### src/rtl/ssui_pkg.sv
// ssui_pkg: shared types and constants for the sorted set union/intersect block.
// No dependencies; used by the interfaces, the store, the top level and the checker.
`timescale 1ns / 1ps

package ssui_pkg;

    localparam int unsigned DATA_W = 32;

    typedef enum logic [1:0] {
        OP_LOAD_A = 2'd0,
        OP_LOAD_B = 2'd1,
        OP_RUN    = 2'd2,
        OP_CLEAR  = 2'd3
    } t_opcode;

    localparam logic MODE_UNION = 1'b0;
    localparam logic MODE_ISECT = 1'b1;

    typedef enum logic [1:0] {
        ST_IDLE  = 2'd0,
        ST_READ  = 2'd1,
        ST_CMP   = 2'd2,
        ST_FLUSH = 2'd3
    } t_state;

    typedef logic signed [DATA_W-1:0] t_word;

    // control from the sequencer to one store
    typedef struct packed {
        logic clear;
        logic wr_en;
    } t_store_ctl;

endpackage

### src/rtl/ssui_if.sv
// ssui_if: valid/ready channel interfaces for requests and results.
// Depends on ssui_pkg.
`timescale 1ns / 1ps

interface ssui_req_if;
    logic               valid;
    logic               ready;
    ssui_pkg::t_opcode  opcode;
    ssui_pkg::t_word    item_value;

    modport source (output valid, output opcode, output item_value, input ready);
    modport sink   (input valid, input opcode, input item_value, output ready);
endinterface

interface ssui_res_if;
    logic               valid;
    logic               ready;
    ssui_pkg::t_word    result_value;
    logic               last_flag;
    logic               empty_flag;
    logic               dropped_flag;

    modport source (output valid, output result_value, output last_flag,
                    output empty_flag, output dropped_flag, input ready);
    modport sink   (input valid, input result_value, input last_flag,
                    input empty_flag, input dropped_flag, output ready);
endinterface

### src/rtl/ssui_store.sv
// ssui_store: one element store with append port, fill count and registered read.
// Depends on ssui_pkg.
`timescale 1ns / 1ps

module ssui_store #(
    parameter  int unsigned DEPTH = 32,
    localparam int unsigned AW    = (DEPTH > 1) ? $clog2(DEPTH) : 1,
    localparam int unsigned CW    = $clog2(DEPTH + 1)
) (
    input  logic                             i_clk,
    input  logic                             i_rst_n,
    input  ssui_pkg::t_store_ctl             i_ctl,
    input  ssui_pkg::t_word                  i_wr_data,
    input  logic [AW-1:0]                    i_rd_addr,
    output ssui_pkg::t_word                  o_rd_data,
    output logic [CW-1:0]                    o_count,
    output logic                             o_full
);

    ssui_pkg::t_word r_mem [DEPTH];
    ssui_pkg::t_word r_rd_data;
    logic [CW-1:0]   r_count;
    logic [CW-1:0]   n_count;
    logic            w_full;

    assign w_full = (r_count == CW'(DEPTH));

    always_comb begin
        n_count = r_count;
        if (i_ctl.clear) begin
            n_count = '0;
        end else if (i_ctl.wr_en && !w_full) begin
            n_count = r_count + CW'(1);
        end
    end

    always_ff @(posedge i_clk) begin
        if (!i_rst_n) begin
            r_count <= '0;
        end else begin
            r_count <= n_count;
        end
    end

    // entries are never cleared, only the count is; reads are not checked against the count
    always_ff @(posedge i_clk) begin
        if (i_ctl.wr_en && !i_ctl.clear && !w_full) begin
            r_mem[r_count[AW-1:0]] <= i_wr_data;
        end
        r_rd_data <= r_mem[i_rd_addr];
    end

    assign o_rd_data = r_rd_data;
    assign o_count   = r_count;
    assign o_full    = w_full;

endmodule

### src/rtl/sorted_set_union_intersect.sv
// sorted_set_union_intersect: two sorted stores merged by a two-pointer walk.
// Depends on ssui_pkg, ssui_if (ssui_req_if, ssui_res_if) and ssui_store.
//
//  channel   dir  handshake          payload
//  i_req     in   valid/ready        opcode, item_value
//  o_res     out  valid/ready        result_value, last_flag, empty_flag, dropped_flag
//  cfg       in   i_cfg_we           i_cfg_wdata (merge mode, 0 union / 1 intersection)
//
// Load and clear requests are handled in the idle state. A run walks in steps of a
// store read, then a compare in the shared compare unit; one more read/compare
// pair finds the walk done, and a flush state then closes the run.
// i_req.ready is low for the whole run. Reset (synchronous) empties both stores,
// clears the overflow mark and sets union mode. A stalled output holds the walk.
`timescale 1ns / 1ps

module sorted_set_union_intersect #(
    parameter int unsigned SET_DEPTH = 32
) (
    input  logic       i_clk,
    input  logic       i_rst_n,
    ssui_req_if.sink   i_req,
    ssui_res_if.source o_res,
    input  logic       i_cfg_we,
    input  logic       i_cfg_wdata
);

    localparam int unsigned AW = (SET_DEPTH > 1) ? $clog2(SET_DEPTH) : 1;
    localparam int unsigned CW = $clog2(SET_DEPTH + 1);

    ssui_pkg::t_state r_state, n_state;
    logic [CW-1:0]    r_ia, n_ia;
    logic [CW-1:0]    r_ib, n_ib;
    logic             r_mode;
    logic             r_ovf, n_ovf;

    // one result held back so the final one can carry last_flag
    ssui_pkg::t_word  r_pend_val, n_pend_val;
    logic             r_pend_valid, n_pend_valid;

    logic             r_out_valid, n_out_valid;
    ssui_pkg::t_word  r_out_val, n_out_val;
    logic             r_out_last, n_out_last;
    logic             r_out_empty, n_out_empty;
    logic             r_out_drop, n_out_drop;

    ssui_pkg::t_store_ctl w_ctl_a, w_ctl_b;
    ssui_pkg::t_word      w_x, w_y;
    logic [CW-1:0]        w_cnt_a, w_cnt_b;
    logic                 w_full_a, w_full_b;

    logic             w_accept;
    logic             w_slot_free;
    logic             w_eq, w_lt;
    logic             w_a_in, w_b_in;
    logic             w_union;
    logic             w_produce;
    ssui_pkg::t_word  w_prod_val;
    logic             w_adv_a, w_adv_b;
    logic             w_done;

    ssui_store #(.DEPTH(SET_DEPTH)) u_store_a (
        .i_clk     (i_clk),
        .i_rst_n   (i_rst_n),
        .i_ctl     (w_ctl_a),
        .i_wr_data (i_req.item_value),
        .i_rd_addr (r_ia[AW-1:0]),
        .o_rd_data (w_x),
        .o_count   (w_cnt_a),
        .o_full    (w_full_a)
    );

    ssui_store #(.DEPTH(SET_DEPTH)) u_store_b (
        .i_clk     (i_clk),
        .i_rst_n   (i_rst_n),
        .i_ctl     (w_ctl_b),
        .i_wr_data (i_req.item_value),
        .i_rd_addr (r_ib[AW-1:0]),
        .o_rd_data (w_y),
        .o_count   (w_cnt_b),
        .o_full    (w_full_b)
    );

    assign i_req.ready = (r_state == ssui_pkg::ST_IDLE);
    assign w_accept    = i_req.valid && i_req.ready;
    assign w_slot_free = !r_out_valid || o_res.ready;
    assign w_union     = (r_mode == ssui_pkg::MODE_UNION);

    // shared compare unit
    assign w_eq = (w_x == w_y);
    assign w_lt = (w_x < w_y);

    assign w_a_in = (r_ia < w_cnt_a);
    assign w_b_in = (r_ib < w_cnt_b);

    // one walk step decision
    always_comb begin
        w_produce  = 1'b0;
        w_prod_val = w_x;
        w_adv_a    = 1'b0;
        w_adv_b    = 1'b0;
        w_done     = 1'b0;
        priority if (w_a_in && w_b_in) begin
            if (w_eq) begin
                w_produce = 1'b1;
                w_adv_a   = 1'b1;
                w_adv_b   = 1'b1;
            end else if (w_lt) begin
                w_produce = w_union;
                w_adv_a   = 1'b1;
            end else begin
                w_produce  = w_union;
                w_prod_val = w_y;
                w_adv_b    = 1'b1;
            end
        end else if (w_union && w_a_in) begin
            w_produce = 1'b1;
            w_adv_a   = 1'b1;
        end else if (w_union && w_b_in) begin
            w_produce  = 1'b1;
            w_prod_val = w_y;
            w_adv_b    = 1'b1;
        end else begin
            w_done = 1'b1;
        end
    end

    always_comb begin
        n_state      = r_state;
        n_ia         = r_ia;
        n_ib         = r_ib;
        n_ovf        = r_ovf;
        n_pend_val   = r_pend_val;
        n_pend_valid = r_pend_valid;
        n_out_valid  = r_out_valid && !o_res.ready;
        n_out_val    = r_out_val;
        n_out_last   = r_out_last;
        n_out_empty  = r_out_empty;
        n_out_drop   = r_out_drop;
        w_ctl_a      = '0;
        w_ctl_b      = '0;

        unique case (r_state)
            ssui_pkg::ST_IDLE: begin
                if (w_accept) begin
                    unique case (i_req.opcode)
                        ssui_pkg::OP_LOAD_A: begin
                            w_ctl_a.wr_en = 1'b1;
                            if (w_full_a) n_ovf = 1'b1;
                        end
                        ssui_pkg::OP_LOAD_B: begin
                            w_ctl_b.wr_en = 1'b1;
                            if (w_full_b) n_ovf = 1'b1;
                        end
                        ssui_pkg::OP_RUN: begin
                            n_ia    = '0;
                            n_ib    = '0;
                            n_state = ssui_pkg::ST_READ;
                        end
                        ssui_pkg::OP_CLEAR: begin
                            w_ctl_a.clear = 1'b1;
                            w_ctl_b.clear = 1'b1;
                            n_ovf         = 1'b0;
                        end
                        default: ;
                    endcase
                end
            end
            ssui_pkg::ST_READ: begin
                n_state = ssui_pkg::ST_CMP;
            end
            ssui_pkg::ST_CMP: begin
                if (w_done) begin
                    n_state = ssui_pkg::ST_FLUSH;
                end else if (!(w_produce && r_pend_valid && !w_slot_free)) begin
                    if (w_produce) begin
                        if (r_pend_valid) begin
                            n_out_valid = 1'b1;
                            n_out_val   = r_pend_val;
                            n_out_last  = 1'b0;
                            n_out_empty = 1'b0;
                            n_out_drop  = r_ovf;
                        end
                        n_pend_val   = w_prod_val;
                        n_pend_valid = 1'b1;
                    end
                    if (w_adv_a) n_ia = r_ia + CW'(1);
                    if (w_adv_b) n_ib = r_ib + CW'(1);
                    n_state = ssui_pkg::ST_READ;
                end
            end
            ssui_pkg::ST_FLUSH: begin
                if (w_slot_free) begin
                    n_out_valid  = 1'b1;
                    n_out_val    = r_pend_valid ? r_pend_val : '0;
                    n_out_last   = 1'b1;
                    n_out_empty  = !r_pend_valid;
                    n_out_drop   = r_ovf;
                    n_pend_valid = 1'b0;
                    n_state      = ssui_pkg::ST_IDLE;
                end
            end
            default: n_state = ssui_pkg::ST_IDLE;
        endcase
    end

    always_ff @(posedge i_clk) begin
        if (!i_rst_n) begin
            r_state      <= ssui_pkg::ST_IDLE;
            r_ia         <= '0;
            r_ib         <= '0;
            r_mode       <= ssui_pkg::MODE_UNION;
            r_ovf        <= 1'b0;
            r_pend_valid <= 1'b0;
            r_out_valid  <= 1'b0;
        end else begin
            r_state      <= n_state;
            r_ia         <= n_ia;
            r_ib         <= n_ib;
            r_ovf        <= n_ovf;
            r_pend_valid <= n_pend_valid;
            r_out_valid  <= n_out_valid;
            if (i_cfg_we) r_mode <= i_cfg_wdata;
        end
    end

    always_ff @(posedge i_clk) begin
        r_pend_val  <= n_pend_val;
        r_out_val   <= n_out_val;
        r_out_last  <= n_out_last;
        r_out_empty <= n_out_empty;
        r_out_drop  <= n_out_drop;
    end

    assign o_res.valid        = r_out_valid;
    assign o_res.result_value = r_out_val;
    assign o_res.last_flag    = r_out_last;
    assign o_res.empty_flag   = r_out_empty;
    assign o_res.dropped_flag = r_out_drop;

endmodule

### src/flat_wrapper.sv
// flat-port wrapper written by rule: the top's interface ports become plain ports
module sorted_set_union_intersect_flat 
#(
    parameter int unsigned SET_DEPTH = 32
)
  (i_clk, i_rst_n, i_cfg_we, i_cfg_wdata, i_req_valid, i_req_opcode, i_req_item_value, i_req_ready, o_res_valid, o_res_result_value, o_res_last_flag, o_res_empty_flag, o_res_dropped_flag, o_res_ready);
  ssui_req_if i_req_i ();
  ssui_res_if o_res_i ();
  input  logic i_clk;
  input  logic i_rst_n;
  input  logic i_cfg_we;
  input  logic i_cfg_wdata;
  input wire logic [$bits(i_req_i.valid)-1:0] i_req_valid;
  input wire logic [$bits(i_req_i.opcode)-1:0] i_req_opcode;
  input wire logic [$bits(i_req_i.item_value)-1:0] i_req_item_value;
  output wire logic [$bits(i_req_i.ready)-1:0] i_req_ready;
  output wire logic [$bits(o_res_i.valid)-1:0] o_res_valid;
  output wire logic [$bits(o_res_i.result_value)-1:0] o_res_result_value;
  output wire logic [$bits(o_res_i.last_flag)-1:0] o_res_last_flag;
  output wire logic [$bits(o_res_i.empty_flag)-1:0] o_res_empty_flag;
  output wire logic [$bits(o_res_i.dropped_flag)-1:0] o_res_dropped_flag;
  input wire logic [$bits(o_res_i.ready)-1:0] o_res_ready;
  assign i_req_i.valid = i_req_valid;
  assign i_req_i.opcode = i_req_opcode;
  assign i_req_i.item_value = i_req_item_value;
  assign i_req_ready = i_req_i.ready;
  assign o_res_valid = o_res_i.valid;
  assign o_res_result_value = o_res_i.result_value;
  assign o_res_last_flag = o_res_i.last_flag;
  assign o_res_empty_flag = o_res_i.empty_flag;
  assign o_res_dropped_flag = o_res_i.dropped_flag;
  assign o_res_i.ready = o_res_ready;
  sorted_set_union_intersect #(.SET_DEPTH(SET_DEPTH)) u_core (.i_clk(i_clk), .i_rst_n(i_rst_n), .i_req(i_req_i), .o_res(o_res_i), .i_cfg_we(i_cfg_we), .i_cfg_wdata(i_cfg_wdata));
endmodule
### config.mk
export PLATFORM = sky130hd
export DESIGN_NAME = sorted_set_union_intersect_flat
export DESIGN_NICKNAME = d
export VERILOG_FILES = /design/src/rtl/ssui_pkg.sv /design/src/rtl/ssui_if.sv /design/src/rtl/ssui_store.sv /design/src/rtl/sorted_set_union_intersect.sv /design/src/flat_wrapper.sv
export SDC_FILE = /design/constraint.sdc
export NUM_CORES = 2
export LEC_CHECK = 0
export BUFFER_PORTS_ARGS = -buffer_cell sky130_fd_sc_hd__buf_2
export CAP_MARGIN = 25
export CORE_UTILIZATION = 63
export CTS_BUF_LIST = sky130_fd_sc_hd__clkbuf_16
export DETAILED_ROUTE_END_ITERATION = 6
export GPL_TIMING_DRIVEN = 0
export PLACE_DENSITY = 0.79
export SYNTH_ARGS = -nofsm -noshare
export SYNTH_HDL_FRONTEND = slang
export SYNTH_SLANG_ARGS = --single-unit
### constraint.sdc
create_clock -name i_clk -period 4.8 [get_ports i_clk]
set_clock_uncertainty 0.05 [all_clocks]
set_input_delay 1.44 -clock i_clk [delete_from_list [all_inputs] [get_ports i_clk]]
set_output_delay 1.44 -clock i_clk [all_outputs]
set_load 0.05 [all_outputs]
==> out/results.ini <==
[timing]
finalSetupViolations = 0
fin_hold_ws_ns = 0.471
rsz0062_at_grt = no
slew-limit-headroom_pct = 22.3
fmaxAchievable_ghz = 0.237
tightest_slew_ns = 1.17
fin_ws_ns = 0.582
min_period_over_period_pct = 87.9
hold_viol_final = 0
period_minus_slack_ns = 4.22
final_max_slew_viol_count = 0

[floorplanning]
die_x_um = 368
fp.dieH_um = 368
core.rowCount = 133
io_pins = 77
initial_core_util_pct = 63.8
coreArea_um2 = 132000
die-area_um2 = 135000

[min_path]
hold_path.class = flop to flop
hold-path-cell-count = 1
min-delay-start = u_core.r_pend_val[18]
hold_end = u_core.o_res.result_value[18]

[final_layout]
area_growth_pct = 14.5
drive_gt1_share_pct = 32.9
finalNetCount = 4047
fin_area_um2 = 96600
final_cells = 5894

[worst_setup_path]
endpoint_kind = flop
r2r_slack_ns = 0.58
arrival_ns = 4.68
path_class = flop to flop
ff2ff_path_depth = 7
worst_setup_path_start_kind = flop
critPathMaxFanout = 19
crit-reg2reg-launch = u_core.r_state[1]
r2r_end = u_core.u_store_a.r_mem[16][9]
cp_data_required_time_ns = 5.26

[pwr]
cellPowerDensity_nw_per_um2 = 398
p_leak_nw = 29.8
finalPower_w = 0.0385
vdd_ir_drop_max_uv = 414

[synth]
syn_inst = 3558
synth-main-ff-cell = edfxtp_1
yosysSeqAreaShare_pct = 77.5
synthMuxAreaShare_pct = 18.4
ys_types = 60
synth_fa_ha_area_share_pct = 0.783
synthSimpleGateAreaFrac_pct = 1.36
yosysWarnings = 0
synth_top_family_by_area = multiplexers
syn_area_per_cell_um2 = 23.7
synth_compound_area_share_pct = 0.724
ys_ff_latch = 2209
async_reset_ff_share_pct = 0
synth_area_um2 = 84400
synth_xor_area_share_pct = 0.104
synth_edf_count = 2115
syn-num-nets = 3650

[run_status]
status = complete, no violations

[placement]
place_ws_ns = 0.181
place_congestion = 0.943
placed_area_um2 = 89600
io_buffer_count = 76
placedCellCount = 5491
post-dp-hpwl_mm = 140

[clock_tree]
tritoncts = yes
cts_resized = 0
clk_pin_slew_ns = 0.07
cts_hold_buf = 0
numClockSinks = 2209
cts_max_level = 4
clockBufferDepth = 3
clkLatencyLatePin_ns = 0.83
postCtsSetupBuffers = 0
cts-buffers-inserted = 204
clock-root-buffer = clkbuf_16

[global_routing]
grt_max_degree = 65
antenna_found_initial = 14
overflow = 0
grt_pass1_vias = 42308
grt_pass1_wl_mm = 317
grt.total_usage_pct = 34.2

[routing]
drc = 0
antenna_left = 0
post_drt_wl_per_cell_um = 38.5
vias = 41804
drt-vias-per-instance = 7.09
drt-total-wl_mm = 227
wl_met2_mm = 112
highest_layer = met5
drtIter0Drc = 6409
met3RoutedLength_mm = 25.2
drt_pass1_iterations = 7
wl_met1_mm = 76.4

[run]
max_cap_violations = 0

==> per-layer routing <==
layer,track usage (%),vias up
li1,-,15972
met1,44.3,21885
met2,55.4,3394
met3,7.18,551
met4,18.0,2
met5,0,-
==> how the worst max path moves through the flow <==
stage / start / endpoint / cells after the start
after floorplan: i_req_valid / u_core.u_store_a.r_mem[12][0] / 4
after global placement: i_req_valid / u_core.u_store_a.r_mem[13][11] / 5
after detailed placement: i_req_valid / u_core.u_store_a.r_mem[16][8] / 6
after CTS: u_core.r_ib[1] / u_core.u_store_b.o_rd_data[29] / 6
after global routing: u_core.r_state[1] / u_core.u_store_a.r_mem[16][6] / 7
final: u_core.r_state[1] / u_core.u_store_a.r_mem[16][9] / 7
==> state kept, by name, indices dropped and copies added, names as in the netlist, 2 cells and up <==
signal	count
u_core.u_store_b.o_rd_data	32
u_core.u_store_a.o_count	6
u_core.u_store_a.o_rd_data	32
u_core.r_ia	6
u_core.r_pend_val	32
u_core.u_store_b.r_mem	1024
u_core.r_state	2
u_core.r_ib	6
u_core.u_store_b.o_count	6
u_core.u_store_a.r_mem	1024
u_core.o_res.result_value	32
==> power by group <==
group	leakage [nW]	switching (W)	internal [W]
logic	6.53	0.000565	0.000206
clock network	3.45	0.00710	0.00943
registers	19.8	0.0000445	0.0211
total	29.8	0.00770	0.0308
==> cell type report <==
class,count,area (um^2)
Antenna cell,6,15.0
Inverter,51,191
Clock buffer,212,5310
Sequential cell,2209,65400
Timing Repair Buffer,191,2740
Fill cell,6951,35500
Buffer,174,748
Tap cell,1755,2200
Multi-Input combinational cell,1124,18500
Clock inverter,172,1500
==> kinds of logic after synthesis <==
| logic type | Yosys count |
|---|---|
| buffers and inverters | 225 |
| and+or+nand+nor | 235 |
| xor gates and xnor gates | 10 |
| DFF | 2209 |
| muxes | 738 |
| adders and majority gates | 53 |
| AOI/OAI and AO/OA | 88 |
==> critical path, cell delays in order, from the launching register on <==
cell and delay [ns]:
dfxtp_1 0.30, clkbuf_1 0.18, nor2_1 0.59, nand2_1 0.27, nor4_2 0.67, nand2_1 0.72, nor2_4 0.86, buf_16 0.23
==> placed cells by master (no fill, tap or decap), types with 4 or more instances in the layout <==
cell type / Yosys / layout
edfxtp_1: 2115 / 2115
mux4_2: 640 / 640
clkbuf_16: 0 / 212
buf_2: 52 / 128
clkbuf_1: 101 / 101
mux2_2: 95 / 95
dfxtp_1: 94 / 94
inv_1: 48 / 82
buf_12: 0 / 81
nor2_4: 0 / 64
clkinv_1: 3 / 54
ha_1: 52 / 52
clkinv_2: 0 / 40
and2_1: 34 / 34
nand2_1: 33 / 33
nand3_1: 30 / 30
bufinv_16: 0 / 27
nor2_1: 88 / 24
a21oi_1: 25 / 24
buf_16: 0 / 18
buf_1: 17 / 17
buf_8: 0 / 16
a21o_1: 12 / 12
clkinvlp_4: 0 / 11
nand4_1: 10 / 10
xnor2_1: 10 / 10
o21ai_0: 8 / 8
nor3_1: 7 / 7
a31oi_1: 7 / 7
diode_2: 0 / 6
nand2b_1: 6 / 6
and3_1: 6 / 6
o211ai_1: 5 / 5
inv_6: 0 / 5
buf_6: 4 / 4
a31o_2: 4 / 4
==> stage by stage <==
stage	util [%]	setup TNS, ns
floorplan	-	0
global placement	65.8	-2443.25
detailed placement	67.8	0
CTS	72.9	0
global route	73.1	0
finish	73.1	0
==> Yosys cell counts, types with 10 or more instances <==
cell         n  area [um^2]
mux4_2     640        14400
edfxtp_1  2115        63500
and2_1      34          213
buf_2       52          260
nand4_1     10         62.6
clkbuf_1   101          379
mux2_2      95         1070
nand2_1     33          124
inv_1       48          180
a21o_1      12         90.1
a21oi_1     25          125
xnor2_1     10         87.6
buf_1       17         63.8
nand3_1     30          150
nor2_1      88          330
dfxtp_1     94         1880
ha_1        52          651
Power figures use the tool's default switching activity.
